==> src/rtl/core/tdps_pkg.sv <==
// tdps_pkg: shared types and constants for the timer prescaler/reload search.
// Holds the controller/datapath command and status structs and field widths.
// No dependencies.
`timescale 1ns / 1ps
`default_nettype none

package tdps_pkg;

	// Field widths fixed by the interface
	localparam int SEL_W   = 8;
	localparam int REQ_W   = 40;
	localparam int FIELD_W = 16;
	localparam int BCLK_W  = 29;
	localparam int CLK_W   = BCLK_W + 1;     // timer clock, bus clock possibly doubled
	localparam int NUM_W   = CLK_W + 7;      // 128 * timer clock
	localparam int RHS_W   = CLK_W + 14;     // 12800 * timer clock
	localparam int MCNT_W  = $clog2(REQ_W);

	// Configuration register indexes
	localparam int CFG_IDX_W = 1;
	localparam logic [CFG_IDX_W-1:0] CFG_BUS_CLOCK_HZ       = 1'd0;
	localparam logic [CFG_IDX_W-1:0] CFG_BUS_DIVIDER_ACTIVE = 1'd1;

	localparam logic [BCLK_W-1:0] BUS_CLOCK_RESET = 29'd84000000;

	// Only timer 1 is supported
	localparam logic [SEL_W-1:0] TIMER_ONE = 8'd1;

	typedef struct packed {
		logic load;         // latch request, set up search
		logic search_step;  // one search iteration
		logic mul_init;     // set up margin product
		logic mul_step;     // one shift-add of the margin product
		logic scale;        // apply margin constants
		logic emit;         // register the result
	} tdps_cmd_t;

	typedef struct packed {
		logic search_done;  // current search step is the last one
		logic mul_done;     // current multiply step is the last one
	} tdps_stat_t;

endpackage

`default_nettype wire

==> src/rtl/core/timer_divider_pair_search.sv <==
// timer_divider_pair_search: top level of the timer prescaler/reload search.
// Instantiates tdps_ctrl (sequencer) and tdps_dp (datapath).
// Depends on tdps_pkg, tdps_ctrl, tdps_dp.
`timescale 1ns / 1ps
`default_nettype none

// A request (timer_select, target_freq) is taken when start is high and busy
// is low. The block then searches every prescaler p from 2^COUNTER_BITS-1
// down to 1 for the smallest reload r with clk/((r+1)(p+1)) at or below
// target_freq/128, keeps the highest such frequency (smaller p on a tie), and
// checks it against the 99% margin. The search runs one add/compare step per
// cycle: each cycle either moves to the next prescaler or bumps the reload,
// with the products k*d*req, k*req, d*req and k*d kept up to date by adds and
// subtracts. The search ends early once the reload would run past the top,
// and an unsupported timer ends it as soon as it starts. Then come a setup
// step, the shift-add margin product, a scaling step and a step to register
// the result; done is high in the cycle after that. The result appears on
// prescale_value, reload_value and status, with done high for exactly one
// cycle; there is no back-pressure, so the receiver must take it in that
// cycle. busy drops in that same cycle, so the next request may be issued
// while done is high. status 1 means unsupported timer, no usable pair, or
// below margin; the value ports are then 0. Configuration writes (cfg_valid,
// always ready) are expected only while busy is low.
module timer_divider_pair_search #(
	parameter int COUNTER_BITS = 16
) (
	input  wire logic                           clk,
	input  wire logic                           arst_n,
	// request
	input  wire logic                           start,
	output logic                                busy,
	input  wire logic [tdps_pkg::SEL_W-1:0]     timer_select,
	input  wire logic [tdps_pkg::REQ_W-1:0]     target_freq,
	// result
	output logic                                done,
	output logic [tdps_pkg::FIELD_W-1:0]        prescale_value,
	output logic [tdps_pkg::FIELD_W-1:0]        reload_value,
	output logic                                status,
	// configuration
	input  wire logic                           cfg_valid,
	output logic                                cfg_ready,
	input  wire logic [tdps_pkg::CFG_IDX_W-1:0] cfg_index,
	input  wire logic [tdps_pkg::BCLK_W-1:0]    cfg_data
);
	import tdps_pkg::*;

	tdps_cmd_t  cmd;
	tdps_stat_t stat;

	// config regs are plain registers: always ready
	assign cfg_ready = 1'b1;

	tdps_ctrl u_ctrl (
		.clk    (clk),
		.arst_n (arst_n),
		.start  (start),
		.busy   (busy),
		.done   (done),
		.cmd    (cmd),
		.stat   (stat)
	);

	tdps_dp #(
		.COUNTER_BITS (COUNTER_BITS)
	) u_dp (
		.clk            (clk),
		.arst_n         (arst_n),
		.cfg_we         (cfg_valid && cfg_ready),
		.cfg_index      (cfg_index),
		.cfg_data       (cfg_data),
		.timer_select   (timer_select),
		.target_freq    (target_freq),
		.cmd            (cmd),
		.stat           (stat),
		.prescale_value (prescale_value),
		.reload_value   (reload_value),
		.status         (status)
	);

endmodule

`default_nettype wire

==> src/rtl/core/tdps_ctrl.sv <==
// tdps_ctrl: sequencing state machine for the prescaler/reload search.
// Drives tdps_cmd_t to the datapath, reads tdps_stat_t back.
// Depends on tdps_pkg.
`timescale 1ns / 1ps
`default_nettype none

module tdps_ctrl (
	input  wire logic              clk,
	input  wire logic              arst_n,
	input  wire logic              start,
	output logic                   busy,
	output logic                   done,
	output tdps_pkg::tdps_cmd_t    cmd,
	input  wire tdps_pkg::tdps_stat_t stat
);
	import tdps_pkg::*;

	typedef enum logic [2:0] {
		S_IDLE,
		S_SEARCH,
		S_MUL_INIT,
		S_MUL,
		S_SCALE,
		S_EMIT
	} state_t;

	state_t state_q;
	state_t state_d;
	logic   done_q;

	always_comb begin
		state_d = state_q;
		unique case (state_q)
			S_IDLE: begin
				if (start) begin
					state_d = S_SEARCH;
				end
			end
			S_SEARCH: begin
				if (stat.search_done) begin
					state_d = S_MUL_INIT;
				end
			end
			S_MUL_INIT: begin
				state_d = S_MUL;
			end
			S_MUL: begin
				if (stat.mul_done) begin
					state_d = S_SCALE;
				end
			end
			S_SCALE: begin
				state_d = S_EMIT;
			end
			S_EMIT: begin
				state_d = S_IDLE;
			end
			default: begin
				state_d = S_IDLE;
			end
		endcase
	end

	always_ff @(posedge clk or negedge arst_n) begin
		if (!arst_n) begin
			state_q <= S_IDLE;
			done_q  <= 1'b0;
		end else begin
			state_q <= state_d;
			done_q  <= (state_q == S_EMIT);
		end
	end

	always_comb begin
		cmd             = '0;
		cmd.load        = (state_q == S_IDLE) && start;
		cmd.search_step = (state_q == S_SEARCH);
		cmd.mul_init    = (state_q == S_MUL_INIT);
		cmd.mul_step    = (state_q == S_MUL);
		cmd.scale       = (state_q == S_SCALE);
		cmd.emit        = (state_q == S_EMIT);
	end

	assign busy = (state_q != S_IDLE);
	assign done = done_q;

`ifndef NO_ASSERTIONS
	a_done_after_emit: assert property (@(posedge clk) disable iff (!arst_n)
		done_q |-> $past(state_q == S_EMIT))
		else $error("result strobe without emit");

	a_load_starts_search: assert property (@(posedge clk) disable iff (!arst_n)
		cmd.load |=> (state_q == S_SEARCH))
		else $error("accepted request did not start a search");

	a_one_cmd: assert property (@(posedge clk) disable iff (!arst_n)
		$onehot0({cmd.load, cmd.search_step, cmd.mul_init, cmd.mul_step, cmd.scale,
			cmd.emit}))
		else $error("more than one datapath command");

	a_mul_to_scale: assert property (@(posedge clk) disable iff (!arst_n)
		(state_q == S_MUL) && stat.mul_done |=> (state_q == S_SCALE))
		else $error("multiply end not followed by scale");
`endif

endmodule

`default_nettype wire

==> src/rtl/core/tdps_dp.sv <==
// tdps_dp: datapath for the prescaler/reload search: config registers,
// incremental search over divisor/reload, shift-add margin product, result regs.
// Depends on tdps_pkg.
`timescale 1ns / 1ps
`default_nettype none

module tdps_dp #(
	parameter int COUNTER_BITS = 16
) (
	input  wire logic                           clk,
	input  wire logic                           arst_n,
	input  wire logic                           cfg_we,
	input  wire logic [tdps_pkg::CFG_IDX_W-1:0] cfg_index,
	input  wire logic [tdps_pkg::BCLK_W-1:0]    cfg_data,
	input  wire logic [tdps_pkg::SEL_W-1:0]     timer_select,
	input  wire logic [tdps_pkg::REQ_W-1:0]     target_freq,
	input  wire tdps_pkg::tdps_cmd_t            cmd,
	output tdps_pkg::tdps_stat_t                stat,
	output logic [tdps_pkg::FIELD_W-1:0]        prescale_value,
	output logic [tdps_pkg::FIELD_W-1:0]        reload_value,
	output logic                                status
);
	import tdps_pkg::*;

	localparam int CB = COUNTER_BITS;
	localparam int DW = CB + 1;          // divisor d = p + 1, and k
	localparam int PW = CB + REQ_W + 2;  // k*d*req and friends
	localparam int MW = 2 * CB + 1;      // m = k*d
	localparam int AW = MW + REQ_W;      // m * req
	localparam int LW = AW + 7;          // 99 * m * req

	// config
	logic [BCLK_W-1:0] bus_clk_q;
	logic              bus_div_q;

	// search state
	logic [DW-1:0]     d_q;
	logic [DW-1:0]     k_q;
	logic [PW-1:0]     prod_q;   // k*d*req
	logic [PW-1:0]     kr_q;     // k*req
	logic [PW-1:0]     dr_q;     // d*req
	logic [MW-1:0]     m_q;      // k*d
	logic [NUM_W-1:0]  num_q;
	logic [CLK_W-1:0]  clk_hz_q;
	logic [REQ_W-1:0]  req_q;
	logic              sel_ok_q;
	logic              found_q;
	logic [MW-1:0]     best_m_q;
	logic [CB-1:0]     best_p_q;
	logic [CB-1:0]     best_r_q;

	// margin product
	logic [AW-1:0]     acc_q;
	logic [AW-1:0]     mcand_q;
	logic [REQ_W-1:0]  mplier_q;
	logic [MCNT_W-1:0] mcnt_q;
	logic [LW-1:0]     lhs_q;
	logic [RHS_W-1:0]  rhs_q;

	// results
	logic [FIELD_W-1:0] prescale_q;
	logic [FIELD_W-1:0] reload_q;
	logic               status_q;

	logic [CLK_W-1:0]   clk_hz;
	logic               exhausted;
	logic               reached;
	logic               last_d;
	logic               take;
	logic [DW-1:0]      d_m1;
	logic [DW-1:0]      k_m1;
	logic               fail;
	logic [CB+FIELD_W-1:0] p_ext;
	logic [CB+FIELD_W-1:0] r_ext;

	assign clk_hz    = bus_div_q ? {bus_clk_q, 1'b0} : {1'b0, bus_clk_q};
	assign exhausted = k_q[CB];                      // reload would pass the top
	assign reached   = (prod_q >= PW'(num_q));       // clk/(k*d) at or below target_freq/128
	assign last_d    = (d_q == DW'(2));
	assign take      = reached && !exhausted && (!found_q || (m_q <= best_m_q));
	assign d_m1      = d_q - DW'(1);
	assign k_m1      = k_q - DW'(1);

	always_comb begin
		stat             = '0;
		stat.search_done = !sel_ok_q || exhausted || (reached && last_d);
		stat.mul_done    = (mcnt_q == MCNT_W'(REQ_W - 1));
	end

	// config registers and control flags
	always_ff @(posedge clk or negedge arst_n) begin
		if (!arst_n) begin
			bus_clk_q <= BUS_CLOCK_RESET;
			bus_div_q <= 1'b0;
			found_q   <= 1'b0;
			sel_ok_q  <= 1'b0;
		end else begin
			if (cfg_we) begin
				unique case (cfg_index)
					CFG_BUS_CLOCK_HZ:       bus_clk_q <= cfg_data;
					CFG_BUS_DIVIDER_ACTIVE: bus_div_q <= cfg_data[0];
					default: ;
				endcase
			end
			if (cmd.load) begin
				found_q  <= 1'b0;
				sel_ok_q <= (timer_select == TIMER_ONE);
			end else if (cmd.search_step && take) begin
				found_q <= 1'b1;
			end
		end
	end

	// search datapath: d walks down, k walks up, products kept by add/subtract
	always_ff @(posedge clk) begin
		if (cmd.load) begin
			d_q      <= {1'b1, {CB{1'b0}}};
			k_q      <= DW'(1);
			prod_q   <= PW'({target_freq, {CB{1'b0}}});
			dr_q     <= PW'({target_freq, {CB{1'b0}}});
			kr_q     <= PW'(target_freq);
			m_q      <= MW'({1'b1, {CB{1'b0}}});
			req_q    <= target_freq;
			clk_hz_q <= clk_hz;
			num_q    <= {clk_hz, 7'b0};
		end else if (cmd.search_step && !exhausted) begin
			if (reached) begin
				d_q    <= d_m1;
				prod_q <= prod_q - kr_q;
				dr_q   <= dr_q - PW'(req_q);
				m_q    <= m_q - MW'(k_q);
			end else begin
				k_q    <= k_q + DW'(1);
				prod_q <= prod_q + dr_q;
				kr_q   <= kr_q + PW'(req_q);
				m_q    <= m_q + MW'(d_q);
			end
		end
		if (cmd.search_step && take) begin
			best_m_q <= m_q;
			best_p_q <= d_m1[CB-1:0];
			best_r_q <= k_m1[CB-1:0];
		end
	end

	// margin: 99 * m * req against 12800 * clk, m*req by shift-add
	always_ff @(posedge clk) begin
		if (cmd.mul_init) begin
			acc_q    <= '0;
			mcand_q  <= AW'(best_m_q);
			mplier_q <= req_q;
			mcnt_q   <= '0;
		end else if (cmd.mul_step) begin
			if (mplier_q[0]) begin
				acc_q <= acc_q + mcand_q;
			end
			mcand_q  <= {mcand_q[AW-2:0], 1'b0};
			mplier_q <= {1'b0, mplier_q[REQ_W-1:1]};
			mcnt_q   <= mcnt_q + MCNT_W'(1);
		end
		if (cmd.scale) begin
			lhs_q <= (LW'(acc_q) << 6) + (LW'(acc_q) << 5) + (LW'(acc_q) << 1) + LW'(acc_q);
			rhs_q <= (RHS_W'(clk_hz_q) << 13) + (RHS_W'(clk_hz_q) << 12)
				+ (RHS_W'(clk_hz_q) << 9);
		end
	end

	assign fail  = !sel_ok_q || !found_q || (lhs_q > LW'(rhs_q));
	assign p_ext = {{FIELD_W{1'b0}}, best_p_q};
	assign r_ext = {{FIELD_W{1'b0}}, best_r_q};

	always_ff @(posedge clk) begin
		if (cmd.emit) begin
			prescale_q <= fail ? '0 : p_ext[FIELD_W-1:0];
			reload_q   <= fail ? '0 : r_ext[FIELD_W-1:0];
			status_q   <= fail;
		end
	end

	assign prescale_value = prescale_q;
	assign reload_value   = reload_q;
	assign status         = status_q;

endmodule

`default_nettype wire
==> config.mk <==
export PLATFORM = sky130hd
export DESIGN_NAME = timer_divider_pair_search
export DESIGN_NICKNAME = d
export VERILOG_FILES = /design/src/rtl/core/tdps_pkg.sv /design/src/rtl/core/timer_divider_pair_search.sv /design/src/rtl/core/tdps_ctrl.sv /design/src/rtl/core/tdps_dp.sv
export SDC_FILE = /design/constraint.sdc
export NUM_CORES = 2
export LEC_CHECK = 0
export BUFFER_PORTS_ARGS = -buffer_cell sky130_fd_sc_hd__buf_2
export CAP_MARGIN = 25
export CORE_AREA = 2 2 304 306
export CTS_CLUSTER_DIAMETER = 40
export DETAILED_ROUTE_END_ITERATION = 10
export DIE_AREA = 0 0 306 308
export PLACE_DENSITY = 0.73
export SLEW_MARGIN = 0
export SYNTH_ARGS = -nofsm -noshare
export SYNTH_HDL_FRONTEND = slang
export SYNTH_SLANG_ARGS = --single-unit
export TNS_END_PERCENT = 50
==> constraint.sdc <==
create_clock -name clk -period 22.2 [get_ports clk]
set_clock_uncertainty 0.15 [all_clocks]
set_input_delay 3.33 -clock clk [delete_from_list [all_inputs] [get_ports clk]]
set_output_delay 3.33 -clock clk [all_outputs]
set_load 0.02 [all_outputs]
Word-level counts from Yosys, hierarchy flattened:

Index checks and enable logic that the tools add are counted.

* logic and storage cells: 114
* output and inout port bits: 36
* ROM bits: 0
* memories kept: 0
* bits in latches: 0
* bits in registers: 761
* bits in writable memories: 0
* bits of input ports: 82

* shifts and indexed selects: 0
* reduce and logical (&&, ||, !) cells: 28
* mux-type cells: 21
* $mul: 0
* bitwise gates (word level): 2
* divide/modulo/power cells: 0
* equal/unequal tests: 12
* add/subtract/negate cells: 16
* magnitude comparators: 3

Operators by type and width (number)
* 56-bit 2-to-1 mux: 5
* 40-bit 2-to-1 mux: 5
* 33-bit 2-to-1 mux: 3
* 79-bit by 78-bit adder with 80-bit output: 1
* 80-bit by 73-bit adder with 80-bit output: 1
* 80-bit by 74-bit adder with 80-bit output: 1
* 80-bit by 44-bit > comparator with 1-bit output: 1
* 73-bit adder: 1
* 58-bit by 40-bit adder with 58-bit output: 1
* 58-bit adder: 1
* 58-bit by 37-bit >= comparator with 1-bit output: 1
* 58-bit 2-to-1 mux: 1
* 58-bit by 40-bit subtractor with 58-bit output: 1
* 58-bit subtractor: 1
* 43-bit by 42-bit adder with 44-bit output: 1
* 44-bit by 39-bit adder with 44-bit output: 1
* 33-bit by 17-bit adder with 33-bit output: 1
* 33-bit less-or-equal comparator: 1
* 33-bit by 17-bit subtractor with 33-bit output: 1
* 29-bit 2-to-1 mux: 1
* 17-bit by 1-bit adder with 17-bit output (second input constant): 1
* 17-bit by 2-bit equality test with 1-bit output (second input constant): 1
* 17-bit by 1-bit subtractor with 17-bit output (second input constant): 1
* 16-bit by 1-bit subtractor with 16-bit output (second input constant): 1
* 20 further kinds: 48

Depth between registers and ports, before layout:

* word-level depth: 6
* depth in mapped cells: 26
* mapped depth without buffers: 25

By module:

From an unflattened synthesis, not the netlist that was laid out.

* cells, all modules: 5669
* area total of the unflattened synthesis: 54957.7 um^2

By module, submodules not included
* tdps_dp: cells an instance 5644, area each 54717.5 um^2, seq. area each 19910.3 um^2, instances 1
* tdps_ctrl: cells an instance 23, area each 229.0 um^2, seq. area each 100.1 um^2, instances 1
* timer_divider_pair_search: cells an instance 2, area each 11.3 um^2, seq. area each 0.0 um^2, instances 1

Least setup slack after synthesis:

Ideal clock, no wire load.

* kind: register -> register
* from: register u_ctrl.state_q[0]
* to: register u_dp.lhs_q[0], enable pin
* data arrival time: 8.442 ns
* path slack: 12.876 ns
* cell stages (with the launch flop): 3
* data required time: 21.318 ns
* library setup time: 0.732 ns
* clock period less this slack: 9.324 ns
* buffers on the path: 1
* cell sequence: dfrtp_1 > clkbuf_1 > nor3_1

* word-level cells in the longest chain between the ends: 1

RTL lines
* start: declaration: RTL line tdps_ctrl.sv:27 `state_t state_q;`
* start signal: assignment: RTL line tdps_ctrl.sv:69 `state_q <= state_d;`
* 3-bit equality test: RTL line tdps_ctrl.sv:80 `cmd.scale = (state_q == S_SCALE);`
* end signal: assignment: RTL line tdps_dp.sv:162 `lhs_q <= (LW'(acc_q) << 6) + (LW'(acc_q) << 5) + (LW'(acc_q) << 1) + LW'(acc_q);`
* end: declaration: RTL line tdps_dp.sv:57 `logic [LW-1:0] lhs_q;`

No other way between the ends.
A chain may end at the register's enable or synchronous reset.

Final worst setup path:

* from: register u_dp.num_q[7]
* to: register u_dp.prod_q[55] (data pin)

* word-level cells in the longest chain between the ends: 4

RTL lines
* start: declaration: RTL line tdps_dp.sv:43 `logic [NUM_W-1:0] num_q;`
* start signal: assignment: RTL line tdps_dp.sv:125 `num_q <= {clk_hz, 7'b0};`
* 58-bit by 37-bit >= comparator with 1-bit output: RTL line tdps_dp.sv:78 `assign reached = (prod_q >= PW'(num_q));`
* 58-bit 2-to-1 mux: RTL line tdps_dp.sv:127 `if (reached) begin`
* 56-bit 2-to-1 mux: RTL line tdps_dp.sv:126 `end else if (cmd.search_step && !exhausted) begin`
* 56-bit 2-to-1 mux: RTL line tdps_dp.sv:116 `if (cmd.load) begin`
* end signal: assignment: RTL line tdps_dp.sv:119 `prod_q <= PW'({target_freq, {CB{1'b0}}});`
* end signal: assignment: RTL line tdps_dp.sv:129 `prod_q <= prod_q - kr_q;`
* end signal: assignment: RTL line tdps_dp.sv:134 `prod_q <= prod_q + dr_q;`
* end: declaration: RTL line tdps_dp.sv:39 `logic [PW-1:0] prod_q;`

No other way between the ends. The select of a mux whose other input is x is not followed.

==> results.md <==
* Status: finished, final reports clean
* Worst-path fanout max at 77
* Clock sinks at 752
* Most common cell after layout, fill and taps aside: nand2_1
* Post-Synthesis Cell Area at around 54000 um2
* Worst path required time at 22.47 ns
* Clock input transition at the sequential cells of the worst setup and hold paths at about 0.060 ns
* TNS Setup at 0 ns
* Critical setup path kind: reg -> reg
* Die area at 94200 um2
* Ys Warns at 0
* Layout cells sized above 1 at 8.59%
* CTS tree: done
* Pwr dens at 156 nW/um2
* Min-Delay Path Class: reg -> reg
* Syn nets at about 6600
* Fin. max-slew vios at 0
* Total chip power at ~9.4 mW
* CTS buffer count at 120
* Initial Util at between 50 and 60%
* Tcrit/Tclk final at 30.8%
* Die Span Y at 308 um
* Root buf cell: clkbuf_16
* Core area at 91000 um2
* Sequential area share after synthesis at 36.9%
* Unrepaired setup endpoints after global routing: no
* Filler instances at between 7000 and 8000
* CTS Hold Bufs at 0
* Crit. End Element: register
* Tot GR Track Use at a little under a third
* Pre-antenna DRT Iters at 8
* Hold slack final at 0.311 ns
* Leak Pwr at 25.6 nW
* Critical path's largest stage delay at 0.61 ns
* Number of port buffers at between 100 and 150
* Last weighted congestion value of the routability-driven placer at 0.981
* # DRC at 0
* CP startpoint kind: register
* Total setup buffers inserted after CTS at 0
* CP max stage cell: nand2_4
* Vias in the first global route at 42600
* Die Wd at 306 um
* Most frequent cells in the layout: 618 x nand2_1, 514 x o21ai_0, 513 x a21oi_1, 476 x edfxtp_1, 475 x ha_1
* H-tree depth at 3
* Final setup vio count at 0
* I/O pin cnt at around 120
* #FFs+latches synth at between 700 and 800
* Nets at 6592
* CTS resizes at 0
* Max_slew headroom at a little under a third
* Final worst setup slack at 15.36 ns
* Area Growth Syn to Fin at 10.7%
* Final Hold Fails at 0
* Arr. time, crit path at 7.11 ns
* Most frequently used flop master after synthesis: edfxtp_1
* DR vias at 44800
* Multi-input logic area at 32500 um2
* Worst-Skew Late Latency at ~0.7 ns
* Syn_area_per_cell at 9.32 um2
* Dpl cell area at 55800 um2
* Routed vias/inst at roughly 6.3
* Post-route minimum period at 6.84 ns
* Initial antenna violation count at 2
* N_diodes at 0
* Cell Chain, Critical Path: ha_1 > or4b_2 > o21ai_0 > a31oi_1 > o31ai_1 > o21ai_1 > buf_4 > nand2_4 > mux2_2 > inv_1 > ha_1 > nor2b_1 > o31ai_1 > a2111oi_1 > o21bai_1 > a31oi_1 > o2111ai_1 > a211o_1 > a21bo_2 > o31ai_1 > xnor2_1 > o21ai_0
* Final instance area at 60100 um2
* FF/Latch Area at 20000 um2
* CP most frequent cell: o31ai_1
* GRT overflow at 0
* WL final at between 100000 and 150000 um
* DR iter-0 viols at 4043
* Longest Clk Path Bufs at 3
* Row Count at approximately 110
* Worst VDD drop at around 0.000096 V
* Async set-or-reset flop fraction in the synthesized netlist at 4.79%
* Synth Instances at 5829
* Largest net degree at the start of global routing at 97
* Setup slack at placement at 15.43 ns
* Fmax at 146 MHz
* Slew @ Worst Pin at approximately 1.0 ns
* Post-route ant nets at 0
* Post-synth EDFFs at 476
* First-pass GRT wire length at approximately 240000 um
* Distinct cell type count after synthesis at 94
* Max-Cap Viols at 0
* Routed len/inst at between 20 and 25 um
* Dpl hpwl at 114000 um
[path summary, 6_finish.rpt]
path / start / endpoint / slack, ns / cells after the start
worst min-delay path: u_dp.mcnt_q[1]$_SDFFE_PP0P_ / u_dp.mcnt_q[1]$_SDFFE_PP0P_ / 0.31 / 2
worst max-delay path: u_dp.num_q[7]$_SDFFCE_PP0P_ / u_dp.prod_q[55]$_DFFE_PP_ / 15.36 / 22
worst min register to register: u_dp.mcnt_q[1]$_SDFFE_PP0P_ / u_dp.mcnt_q[1]$_SDFFE_PP0P_ / 0.31 / 2
worst max register to register: u_dp.num_q[7]$_SDFFCE_PP0P_ / u_dp.prod_q[55]$_DFFE_PP_ / 15.36 / 22
min in group asynchronous: arst_n / u_dp.bus_clk_q[24]$_DFFE_PN1P_ / 2.45 / 1
max in group asynchronous: arst_n / u_dp.bus_clk_q[8]$_DFFE_PN1P_ / 19.15 / 2
[cell type report]
class                   count  share of cell area [%]
repair buffers            150                    1.47
multi-input cells        4568                    54.0
inverters                 274                    1.72
well taps                1186                    2.47
clock buffers             132                    5.23
clock inverters            96                    1.82
flip-flops and latches    752                    33.3
[cell families after synthesis]
family,share of synthesized area [%]
flops,36.9
mux,1.39
other cells,0.00691
xor+xnor,6.93
buf+inv,3.55
simple gates,15.3
compound gates,18.8
fa+ha+maj,17.2
[per-stage QoR]
| stage | instances | util [%] |
|---|---|---|
| detailed placement | 6926 | 61.3 |
| floorplan | 5829 | - |
| global route | 7158 | 66.1 |
| global placement | 6926 | 61.3 |
| CTS | 7154 | 66.0 |
| finish | 7158 | 66.1 |
[critical path: cells and delay by family (launching register included)]
family                   cells  cell delay [ns]
adder cells (fa/ha/maj)      2             0.59
XOR/XNOR                     1             0.16
buffers and inverters        2             0.26
AO/OA/AOI/OAI               13             3.21
flip-flops                   1             0.50
multiplexers                 1             0.32
AND/OR/NAND/NOR              3             1.35
[synthesized netlist by cell type, drive strengths merged (56+ instances only)]
library cell | count | area share (%)
nand2 | 624 | 4.3
o21ai | 526 | 4.9
a21oi | 514 | 4.7
edfxtp | 476 | 26
ha | 475 | 11
nor2 | 350 | 2.4
inv | 274 | 1.9
dfxtp | 240 | 8.8
xnor2 | 240 | 3.9
clkbuf | 207 | 1.4
a21o | 200 | 2.8
nand3 | 191 | 1.8
xor2 | 188 | 3.0
fa | 169 | 6.2
nor3 | 119 | 1.1
nand4 | 100 | 1.2
o21bai | 62 | 0.86
mux2 | 59 | 1.2
nand2b | 57 | 0.66
and2 | 56 | 0.65
[layer usage]
layer  global-route usage, %  wire (um)  vias to the layer above
met2                    49.6      67000                     1604
met3                    4.67      11400                      260
met4                    10.3       4690                        0
met1                    45.0      66900                    21600
li1                        -          -                    21400
met5                       0          0                        -
[flip-flops by register name, summed over array words and instances, names as in the netlist, 17 cells and up]
register / flops
u_dp.k_q: 17
u_dp.kr_q: 58
u_dp.best_m_q: 33
u_dp.dr_q: 58
u_dp.rhs_q: 35
u_dp.bus_clk_q: 29
u_dp.mplier_q: 40
u_dp.m_q: 33
u_dp.lhs_q: 80
u_dp.d_q: 17
u_dp.prod_q: 58
u_dp.req_q: 40
u_dp.num_q: 30
u_dp.mcand_q: 73
u_dp.acc_q: 73
[power breakdown]
group / internal [mW] / switching, mW
clock network: 1.19 / 0.752
registers: 2.16 / 0.480
logic: 1.85 / 2.96
total: 5.20 / 4.19
(Power assumes the default switching activity.)
